`config.mk`:
```
export PLATFORM = sky130hd
export DESIGN_NAME = fasta_fastq_record_parser
export DESIGN_NICKNAME = d
export VERILOG_FILES = /design/src/hdl/ffp_pkg.sv /design/src/hdl/fasta_fastq_record_parser.sv /design/src/hdl/ffp_front.sv /design/src/hdl/ffp_queue.sv /design/src/hdl/ffp_back.sv
export SDC_FILE = /design/constraint.sdc
export NUM_CORES = 1
export LEC_CHECK = 0
export BUFFER_PORTS_ARGS = -buffer_cell sky130_fd_sc_hd__buf_4
export CAP_MARGIN = 20
export CORE_MARGIN = 2
export CORE_UTILIZATION = 40
export DETAILED_ROUTE_END_ITERATION = 7
export GPL_ROUTABILITY_DRIVEN = 0
export PLACE_DENSITY = 0.53
export SYNTH_ARGS = -nofsm -noshare
export SYNTH_HDL_FRONTEND = slang
export SYNTH_SLANG_ARGS = --single-unit
```
`constraint.sdc`:
```
create_clock -name clock -period 10.13 [get_ports clock]
set_input_delay 0.5065 -clock clock [delete_from_list [all_inputs] [get_ports clock]]
set_output_delay 0.5065 -clock clock [all_outputs]
set_load 0.02 [all_outputs]
```
`src/hdl/ffp_pkg.sv`:
```
// ----------------------------------------------------------------------------
// ffp_pkg
// Types, constants and helpers shared by the FASTA/FASTQ record parser.
// ----------------------------------------------------------------------------
package ffp_pkg;

   // Sequence length counter width; record_length saturates at 32 bits.
   localparam int LENGTH_BITS = 32;
   localparam int RECORD_BITS = 32;
   localparam int LEN_EXT_W   = (LENGTH_BITS > RECORD_BITS) ? LENGTH_BITS : RECORD_BITS;

   // Queue between front and back
   localparam int QDEPTH = 4;
   localparam int QPTR_W = $clog2(QDEPTH);
   localparam int QCNT_W = $clog2(QDEPTH + 1);

   // Configuration register indexes
   localparam logic [1:0] CSR_FORMAT_MODE    = 2'd0;
   localparam logic [1:0] CSR_QUALITY_OFFSET = 2'd1;
   localparam logic [1:0] CSR_QUALITY_MAX    = 2'd2;

   localparam logic       FORMAT_RESET = 1'b0;
   localparam logic [7:0] QOFFSET_RESET = 8'h21;   // '!'
   localparam logic [7:0] QMAX_RESET    = 8'd100;

   // Characters
   localparam logic [7:0] CHAR_FASTA_HDR = 8'h3E;  // '>'
   localparam logic [7:0] CHAR_FASTQ_HDR = 8'h40;  // '@'
   localparam logic [7:0] CHAR_PLUS      = 8'h2B;  // '+'
   localparam logic [7:0] CHAR_LF        = 8'h0A;
   localparam logic [7:0] CHAR_SPACE     = 8'h20;
   localparam logic [7:0] CHAR_TAB       = 8'h09;
   localparam logic [7:0] CHAR_CR        = 8'h0D;

   localparam logic [7:0] ERR_HEADER = 8'd0;
   localparam logic [7:0] ERR_COUNT  = 8'd1;

   typedef enum logic [2:0] {
      KIND_NAME = 3'd0,
      KIND_BASE = 3'd1,
      KIND_QUAL = 3'd2,
      KIND_END  = 3'd3,
      KIND_ERR  = 3'd4
   } kind_type;

   typedef enum logic [2:0] {
      PH_WAIT,
      PH_NAME,
      PH_SEQ,
      PH_PLUS,
      PH_QUAL,
      PH_TAIL
   } phase_type;

   // One result on its way from front to back; QUAL items carry the raw byte
   typedef struct packed {
      kind_type               kind;
      logic [7:0]             value;
      logic [RECORD_BITS-1:0] length;
   } item_type;

   function automatic logic is_ws(input logic [7:0] c);
      return (c == CHAR_SPACE) || ((c >= CHAR_TAB) && (c <= CHAR_CR));
   endfunction

   function automatic logic [RECORD_BITS-1:0] sat_len(input logic [LENGTH_BITS-1:0] cnt);
      logic [LEN_EXT_W-1:0] ext;
      ext = LEN_EXT_W'(cnt);
      if (ext > LEN_EXT_W'({RECORD_BITS{1'b1}})) begin
         return {RECORD_BITS{1'b1}};
      end
      return ext[RECORD_BITS-1:0];
   endfunction

endpackage

```
`src/hdl/fasta_fastq_record_parser.sv`:
```
// ----------------------------------------------------------------------------
// fasta_fastq_record_parser
// FASTA/FASTQ text parser, one byte in per cycle while the queue has room, tagged results out.
// ----------------------------------------------------------------------------
// Usage:
//   req_*  : one file byte per beat in req_tdata; req_tlast marks end of file
//            (the byte is then ignored) and returns the parser to its start.
//   rsp_*  : one result per beat; rsp_tuser is the kind (name char, base,
//            quality, record end, error), rsp_tdata holds value and length.
//            Each byte gives at most one result, so rsp_tlast is always set.
//   csr_*  : format mode, quality offset and quality clamp; write only while
//            the block is idle.
// Throughput is one byte per cycle while the queue has room; the classifier
// updates its record state at the edge that takes each byte. A result is
// queued at the edge that takes its byte and moves from the queue head into
// the output register, which drives rsp_tvalid, once that register is free.
// When the receiver stalls the output register holds its beat, the queue fills
// behind it, and req_tready drops once all four queue entries are occupied.
// Reset (synchronous) empties the queue and output register, clears the parser
// state and restores the register defaults.
// ----------------------------------------------------------------------------
module fasta_fastq_record_parser (
   input  logic        clock,
   input  logic        reset,
   // request: [7:0] data_byte
   input  logic        req_tvalid,
   output logic        req_tready,
   input  logic [7:0]  req_tdata,
   input  logic        req_tlast,
   // response tdata: [7:0] result_value, [39:8] record_length
   output logic        rsp_tvalid,
   input  logic        rsp_tready,
   output logic [39:0] rsp_tdata,
   // response tuser: [2:0] result_kind
   output logic [2:0]  rsp_tuser,
   output logic        rsp_tlast,
   input  logic        csr_we,
   input  logic [1:0]  csr_index,
   input  logic [7:0]  csr_wdata
);
   import ffp_pkg::*;

   logic       format_ff;
   logic [7:0] qoffset_ff;
   logic [7:0] qmax_ff;

   logic     accept;
   logic     push;
   item_type push_item;
   logic     full;
   logic     pop;
   logic     head_valid;
   item_type head_item;
   item_type out_item;

   always_ff @(posedge clock) begin
      if (reset) begin
         format_ff  <= FORMAT_RESET;
         qoffset_ff <= QOFFSET_RESET;
         qmax_ff    <= QMAX_RESET;
      end else if (csr_we) begin
         unique case (csr_index)
            CSR_FORMAT_MODE:    format_ff  <= csr_wdata[0];
            CSR_QUALITY_OFFSET: qoffset_ff <= csr_wdata;
            CSR_QUALITY_MAX:    qmax_ff    <= csr_wdata;
            default: ;
         endcase
      end
   end

   assign req_tready = !full;
   assign accept     = req_tvalid && req_tready;

   ffp_front u_front (
      .clock         (clock),
      .reset         (reset),
      .accept        (accept),
      .data_byte     (req_tdata),
      .end_of_stream (req_tlast),
      .format_mode   (format_ff),
      .push          (push),
      .push_item     (push_item)
   );

   ffp_queue u_queue (
      .clock      (clock),
      .reset      (reset),
      .push       (push),
      .push_item  (push_item),
      .full       (full),
      .pop        (pop),
      .head_valid (head_valid),
      .head_item  (head_item)
   );

   ffp_back u_back (
      .clock          (clock),
      .reset          (reset),
      .quality_offset (qoffset_ff),
      .quality_max    (qmax_ff),
      .head_valid     (head_valid),
      .head_item      (head_item),
      .pop            (pop),
      .out_valid      (rsp_tvalid),
      .out_ready      (rsp_tready),
      .out_item       (out_item)
   );

   assign rsp_tdata = {out_item.length, out_item.value};
   assign rsp_tuser = out_item.kind;
   assign rsp_tlast = 1'b1;

endmodule

```
`src/hdl/ffp_front.sv`:
```
// ----------------------------------------------------------------------------
// ffp_front
// Byte classifier: tracks the record phase and queues at most one result per
// accepted byte.
// ----------------------------------------------------------------------------
module ffp_front (
   input  logic             clock,
   input  logic             reset,
   input  logic             accept,
   input  logic [7:0]       data_byte,
   input  logic             end_of_stream,
   input  logic             format_mode,
   output logic             push,
   output ffp_pkg::item_type push_item
);
   import ffp_pkg::*;

   phase_type              phase_ff, phase_in;
   logic                   line_start_ff, line_start_in;
   logic                   name_done_ff, name_done_in;
   logic [LENGTH_BITS-1:0] count_ff, count_in;
   logic [LENGTH_BITS-1:0] qrem_ff, qrem_in;
   logic                   err_ff, err_in;

   logic fastq;
   logic nl;
   logic ws;

   assign fastq = format_mode;
   assign nl    = (data_byte == CHAR_LF);
   assign ws    = is_ws(data_byte);

   always_ff @(posedge clock) begin
      if (reset) begin
         phase_ff      <= PH_WAIT;
         line_start_ff <= 1'b1;
         name_done_ff  <= 1'b0;
         count_ff      <= '0;
         qrem_ff       <= '0;
         err_ff        <= 1'b0;
      end else begin
         phase_ff      <= phase_in;
         line_start_ff <= line_start_in;
         name_done_ff  <= name_done_in;
         count_ff      <= count_in;
         qrem_ff       <= qrem_in;
         err_ff        <= err_in;
      end
   end

   always_comb begin
      phase_in      = phase_ff;
      line_start_in = line_start_ff;
      name_done_in  = name_done_ff;
      count_in      = count_ff;
      qrem_in       = qrem_ff;
      err_in        = err_ff;
      push          = 1'b0;
      push_item     = '{kind: KIND_NAME, value: data_byte, length: '0};

      if (accept) begin
         if (end_of_stream) begin
            if (!err_ff) begin
               unique case (phase_ff)
                  PH_NAME, PH_SEQ, PH_TAIL: begin
                     push      = 1'b1;
                     push_item = '{kind: KIND_END, value: 8'd0, length: sat_len(count_ff)};
                  end
                  PH_PLUS, PH_QUAL: begin
                     push = 1'b1;
                     if (qrem_ff != '0) begin
                        push_item = '{kind: KIND_ERR, value: ERR_COUNT, length: '0};
                     end else begin
                        push_item = '{kind: KIND_END, value: 8'd0,
                                      length: sat_len(count_ff)};
                     end
                  end
                  default: ;
               endcase
            end
            // end of file returns everything to its reset state
            phase_in      = PH_WAIT;
            line_start_in = 1'b1;
            name_done_in  = 1'b0;
            count_in      = '0;
            qrem_in       = '0;
            err_in        = 1'b0;
         end else if (!err_ff) begin
            unique case (phase_ff)
               PH_WAIT: begin
                  if (fastq && nl) begin
                     phase_in = PH_WAIT;
                  end else if (data_byte == (fastq ? CHAR_FASTQ_HDR : CHAR_FASTA_HDR)) begin
                     phase_in     = PH_NAME;
                     name_done_in = 1'b0;
                     count_in     = '0;
                  end else begin
                     push      = 1'b1;
                     push_item = '{kind: KIND_ERR, value: ERR_HEADER, length: '0};
                     err_in    = 1'b1;
                  end
               end
               PH_NAME: begin
                  if (nl) begin
                     phase_in      = PH_SEQ;
                     line_start_in = 1'b1;
                  end else if (!name_done_ff) begin
                     if (ws) begin
                        name_done_in = 1'b1;
                     end else begin
                        push = 1'b1;
                     end
                  end
               end
               PH_SEQ: begin
                  if (line_start_ff && !fastq && data_byte == CHAR_FASTA_HDR) begin
                     push          = 1'b1;
                     push_item     = '{kind: KIND_END, value: 8'd0,
                                       length: sat_len(count_ff)};
                     phase_in      = PH_NAME;
                     name_done_in  = 1'b0;
                     count_in      = '0;
                     line_start_in = 1'b0;
                  end else if (line_start_ff && fastq && data_byte == CHAR_PLUS) begin
                     phase_in      = PH_PLUS;
                     qrem_in       = count_ff;
                     line_start_in = 1'b0;
                  end else begin
                     line_start_in = nl;
                     if (!ws) begin
                        if (count_ff != '1) begin
                           count_in = count_ff + 1'b1;
                        end
                        push      = 1'b1;
                        push_item = '{kind: KIND_BASE, value: data_byte, length: '0};
                     end
                  end
               end
               PH_PLUS: begin
                  if (nl) begin
                     if (qrem_ff == '0) begin
                        push          = 1'b1;
                        push_item     = '{kind: KIND_END, value: 8'd0,
                                          length: sat_len(count_ff)};
                        phase_in      = PH_WAIT;
                        line_start_in = 1'b1;
                     end else begin
                        phase_in = PH_QUAL;
                     end
                  end
               end
               PH_QUAL: begin
                  if (!ws) begin
                     push      = 1'b1;
                     push_item = '{kind: KIND_QUAL, value: data_byte, length: '0};
                     qrem_in   = qrem_ff - 1'b1;
                     if (qrem_ff == LENGTH_BITS'(1)) begin
                        phase_in = PH_TAIL;
                     end
                  end
               end
               PH_TAIL: begin
                  if (nl) begin
                     push          = 1'b1;
                     push_item     = '{kind: KIND_END, value: 8'd0,
                                       length: sat_len(count_ff)};
                     phase_in      = PH_WAIT;
                     line_start_in = 1'b1;
                  end else if (!ws) begin
                     push      = 1'b1;
                     push_item = '{kind: KIND_ERR, value: ERR_COUNT, length: '0};
                     err_in    = 1'b1;
                  end
               end
               default: ;
            endcase
         end
      end
   end

   // a held error swallows every byte but the end of file
   a_err_silent: assert property (@(posedge clock) disable iff (reset)
      (err_ff && accept && !end_of_stream) |-> !push)
      else $error("ffp_front: result queued while an error is held");

   // the quality phase is only reached with qualities still owed
   a_qual_owed: assert property (@(posedge clock) disable iff (reset)
      (phase_ff == PH_QUAL) |-> (qrem_ff != '0))
      else $error("ffp_front: quality phase with nothing owed");

   // end of file always leaves the parser clear
   a_eos_clear: assert property (@(posedge clock) disable iff (reset)
      (accept && end_of_stream) |=> (phase_ff == PH_WAIT && !err_ff && count_ff == '0))
      else $error("ffp_front: state not cleared after end of file");

endmodule

```
`src/hdl/ffp_queue.sv`:
```
// ----------------------------------------------------------------------------
// ffp_queue
// Short FIFO of pending results between the classifier and the output stage.
// ----------------------------------------------------------------------------
module ffp_queue (
   input  logic              clock,
   input  logic              reset,
   input  logic              push,
   input  ffp_pkg::item_type push_item,
   output logic              full,
   input  logic              pop,
   output logic              head_valid,
   output ffp_pkg::item_type head_item
);
   import ffp_pkg::*;

   item_type          store_ff [QDEPTH];
   logic [QPTR_W-1:0] wr_ptr_ff, wr_ptr_in;
   logic [QPTR_W-1:0] rd_ptr_ff, rd_ptr_in;
   logic [QCNT_W-1:0] count_ff, count_in;

   assign full       = (count_ff == QCNT_W'(QDEPTH));
   assign head_valid = (count_ff != '0);
   assign head_item  = store_ff[rd_ptr_ff];

   always_comb begin
      wr_ptr_in = push ? wr_ptr_ff + 1'b1 : wr_ptr_ff;
      rd_ptr_in = pop  ? rd_ptr_ff + 1'b1 : rd_ptr_ff;
      count_in  = count_ff + QCNT_W'(push) - QCNT_W'(pop);
   end

   always_ff @(posedge clock) begin
      if (reset) begin
         wr_ptr_ff <= '0;
         rd_ptr_ff <= '0;
         count_ff  <= '0;
      end else begin
         wr_ptr_ff <= wr_ptr_in;
         rd_ptr_ff <= rd_ptr_in;
         count_ff  <= count_in;
      end
   end

   always_ff @(posedge clock) begin
      if (push) begin
         store_ff[wr_ptr_ff] <= push_item;
      end
   end

   a_no_overflow: assert property (@(posedge clock) disable iff (reset)
      push |-> (!full || pop))
      else $error("ffp_queue: push into a full queue");

   a_no_underflow: assert property (@(posedge clock) disable iff (reset)
      pop |-> head_valid)
      else $error("ffp_queue: pop from an empty queue");

   a_count_range: assert property (@(posedge clock) disable iff (reset)
      count_ff <= QCNT_W'(QDEPTH))
      else $error("ffp_queue: occupancy beyond depth");

endmodule

```
`src/hdl/ffp_back.sv`:
```
// ----------------------------------------------------------------------------
// ffp_back
// Output stage: converts quality bytes and holds one result for the receiver.
// ----------------------------------------------------------------------------
module ffp_back (
   input  logic              clock,
   input  logic              reset,
   input  logic [7:0]        quality_offset,
   input  logic [7:0]        quality_max,
   input  logic              head_valid,
   input  ffp_pkg::item_type head_item,
   output logic              pop,
   output logic              out_valid,
   input  logic              out_ready,
   output ffp_pkg::item_type out_item
);
   import ffp_pkg::*;

   logic     valid_ff, valid_in;
   item_type item_ff, item_in;
   logic     load;
   logic [8:0] diff;
   logic [7:0] qual;

   assign load = !valid_ff || out_ready;
   assign pop  = head_valid && load;

   always_comb begin
      diff = {1'b0, head_item.value} - {1'b0, quality_offset};
      qual = diff[8] ? 8'd0 : diff[7:0];
      if (qual > quality_max) begin
         qual = quality_max;
      end
      item_in = head_item;
      if (head_item.kind == KIND_QUAL) begin
         item_in.value = qual;
      end
      valid_in = pop ? 1'b1 : (out_ready ? 1'b0 : valid_ff);
   end

   always_ff @(posedge clock) begin
      if (reset) begin
         valid_ff <= 1'b0;
      end else begin
         valid_ff <= valid_in;
      end
   end

   always_ff @(posedge clock) begin
      if (pop) begin
         item_ff <= item_in;
      end
   end

   assign out_valid = valid_ff;
   assign out_item  = item_ff;

   // converted qualities never exceed the clamp
   a_qual_clamp: assert property (@(posedge clock) disable iff (reset)
      (pop && head_item.kind == KIND_QUAL) |=> (item_ff.value <= quality_max))
      else $error("ffp_back: quality above clamp");

   // only record ends carry a length
   a_len_end_only: assert property (@(posedge clock) disable iff (reset)
      (valid_ff && item_ff.kind != KIND_END) |-> (item_ff.length == '0))
      else $error("ffp_back: length on a result that is not a record end");

   // a waiting result is not replaced
   a_no_drop: assert property (@(posedge clock) disable iff (reset)
      (valid_ff && !out_ready) |-> !pop)
      else $error("ffp_back: output overwritten while stalled");

endmodule
```
==> impl_metrics.py <==
metrics = {
    "outcome": {
        "status": "completed",
    },
    "floorplanning": {
        "die_h_um": 193.0,
        "start_util_pct": 40.35,
        "die_x_um": 193.0,
        "rows": 69,
        "core_mm2": 0.03540,
        "die_area_mm2": 0.03723,
        "ios": 70,
    },
    "setup_path": {
        "end_kind": "register",
        "cp_num_cells": 19,
        "critPathKind": "register to register",
        "slowest_stage": "a32oi_1",
        "cp_data_arrival_time_ps": 5660,
        "worstRegToRegCells": 19,
        "rrSetupSlack_ps": 4740,
        "cp_slowest_stage_delay_ps": 810,
        "path_cells": "buf_4, mux4_2, inv_1, ha_1, inv_1, fa_1, a21o_1, nand2_1, a21oi_1, o41ai_1, buf_4, nor2_1, ha_1, a21oi_1, o22ai_1, o21ai_0, a32oi_1, nor2b_1, a211o_1",
        "required_ps": 10410,
        "startpoint_type": "register",
        "crit_family": "compound AO/OA/AOI/OAI gates",
        "path_buf_inv": 4,
        "crit_fanout": 43,
    },
    "yosys": {
        "ys_seq_elements": 312,
        "yosys_warnings": 0,
        "synth_top_area_share_pct": 45.21,
        "yosys-top-cells-area": "edfxtp_1 45%, dfxtp_1 14%, mux4_2 6.8%",
        "yosysTopAreaCell": "edfxtp_1",
        "syn_avg_cell_area_um2": 12.10,
        "yosysUniqueCellTypes": 79,
        "syn_nets": 1232,
        "yosysSeqAreaShare_pct": 58.80,
        "synth_flop_cell": "edfxtp_1",
        "netlist_area_mm2": 0.01428,
        "synth-edff-count": 215,
        "synthArstFlopShare_pct": 0,
        "synthesis.instances": 1180,
    },
    "layout": {
        "num_antenna_cells": 0,
        "nNetsFinal": 1292,
        "final_cell_mix": "215 x edfxtp_1, 116 x nor2_1, 95 x dfxtp_1, 83 x buf_4",
        "final_common_cell": "edfxtp_1",
        "synthToLayoutAreaGrowth_pct": 15.34,
        "drive_above_1_share_pct": 16.65,
        "final_cell_area_mm2": 0.01647,
    },
    "sta": {
        "setup_viol": 0,
        "slew-limit-headroom_pct": 28.23,
        "slew_viol_final": 0,
        "fin_ws_ps": 4744,
        "fin_skew_ps": 13.14,
        "tightestPinTransition_ps": 1077,
        "period_minus_slack_ps": 5386,
        "fin_crit_sh_pct": 53.17,
        "hold_viol_final": 0,
        "clock.fmax_mhz": 185.7,
        "tns_ps": 0,
        "rsz0062_at_grt": "false",
    },
    "clock_network": {
        "hold_buffers": 0,
        "cts_resized": 0,
        "post_cts_buffers": 0,
        "cts.sinks": 312,
        "numCtsBuffers": 36,
        "root_buffer": "clkbuf_16",
        "clkTransAtPathRegs_ps": 60,
        "cts_tree": "done",
        "cts_max_level": 2,
        "worstSkewPairLatency_ps": 530,
        "clk_path_buf_depth": 3,
    },
    "placement": {
        "numPortBuffers": 68,
        "pre_cts_slack_ps": 4709,
        "dpl-instance-area_mm2": 0.01524,
        "dpl.hpwl_mm": 21.73,
    },
    "global_route": {
        "gr-usage-all-layers_pct": 18.45,
        "antenna_found_initial": 0,
        "grt-ovfl-total": 0,
        "grt_pass1_wl_mm": 53.27,
        "grt_max_degree": 61,
        "grt_pass1_vias": 9347,
    },
    "flow_run": {
        "maxCapViolCount": 0,
    },
    "detailed_routing": {
        "wirelength_mm": 33.78,
        "via_count": 9557,
        "vias_per_cell": 5.531,
        "ant_nets": 0,
        "dr.pass1.iters": 5,
        "drtIter0Drc": 787,
        "drc": 0,
        "post_drt_wl_per_cell_um": 19.55,
    },
    "worst_hold_path": {
        "worstHoldPathType": "input port to register",
        "holdPathStages": 3,
    },
    "pwr": {
        "leakage_uw": 0.005941,
        "vdd_drop_max_mv": 0.2425,
        "total_power_uw": 4294,
        "power_density_mw_per_mm2": 260.7,
    },
}
sequential cells by signal (all words and copies together) (netlist names), 2 cells and up, named ones only:
register and count:
u_queue.store_ff 172, u_back.out_item 43, u_front.count_ff 32, u_front.qrem_ff 32
qmax_ff 8, qoffset_ff 8, u_front.phase_ff 3, u_queue.count_ff 3
u_queue.rd_ptr_ff 2, u_queue.wr_ptr_ff 2
through the flow:
step | utilization [%] | cells | hold WS [ps]
detailed placement | 43.06 | 1662 | 468.4
floorplan | - | 1180 | 439.3
global placement | 43.06 | 1662 | 461.0
finish | 46.54 | 1728 | 227.3
CTS | 46.48 | 1727 | 207.5
global route | 46.54 | 1728 | 242.0
Yosys cell counts, types with 12 or more instances:
cell type / number
xor2_1: 19
mux2i_1: 20
nor4_1: 19
nand4_1: 30
xnor2_1: 12
nor3_1: 50
ha_1: 26
o21ai_0: 66
and2_1: 49
inv_1: 37
a21oi_1: 67
nand3_1: 28
edfxtp_1: 215
dfxtp_1: 97
mux4_2: 43
or3_1: 14
nor2_1: 116
clkbuf_1: 38
nand2_1: 42
cell families after synthesis:
logic type               count (synthesis)  synth area share, %
XOR/XNOR                                31                1.901
adder cells (fa/ha/maj)                 28                2.558
AND/OR/NAND/NOR                        434                16.47
buffers and inverters                  100                2.909
other                                    1              0.02626
multiplexers                            64                8.262
flip-flops                             312                58.80
AO/OA/AOI/OAI                          210                9.068
worst reg2reg max path: cells and delay by family, from the launching register on:
| kind | cells | cell delay, ps |
|---|---|---|
| buffers and inverters | 4 | 1030 |
| adder cells (fa/ha/maj) | 3 | 880 |
| flip-flops | 1 | 310 |
| AND/OR/NAND/NOR | 3 | 240 |
| multiplexers | 1 | 630 |
| AO/OA/AOI/OAI | 8 | 2030 |
power by group:
part | internal [uW] | switching [uW] | total, uW
clock network | 796 | 507 | 1300
logic | 526 | 781 | 1310
registers | 1610 | 75.7 | 1680
worst paths after layout:
path | endpoint | from
min reg2reg | u_front.qrem_ff[22] | u_front.qrem_ff[22]
min | qoffset_ff[7] | csr_wdata[7]
max reg2reg | u_back.out_item[39] | register
max | u_back.out_item[39] | register
layer usage:
layer | track usage (%) | up-vias | share of wire (%)
li1 | - | 4611 | -
met2 | 29.49 | 218 | 46
met4 | 4.720 | 0 | 1.4
met3 | 2.570 | 36 | 4.1
met1 | 26.60 | 4692 | 48
met5 | 0 | - | 0
final cells by class:
cell class                      instances  area [um2]
Tap cell                              461       576.8
Sequential cell                       312        8401
Multi-Input combinational cell        768        5498
Inverter                               38       142.6
Fill cell                            3266       18920
Timing Repair Buffer                   84       643.1
Clock buffer                           47       992.2
Clock inverter                         18       219.0
No activity file was read; power rests on OpenSTA's default activity.
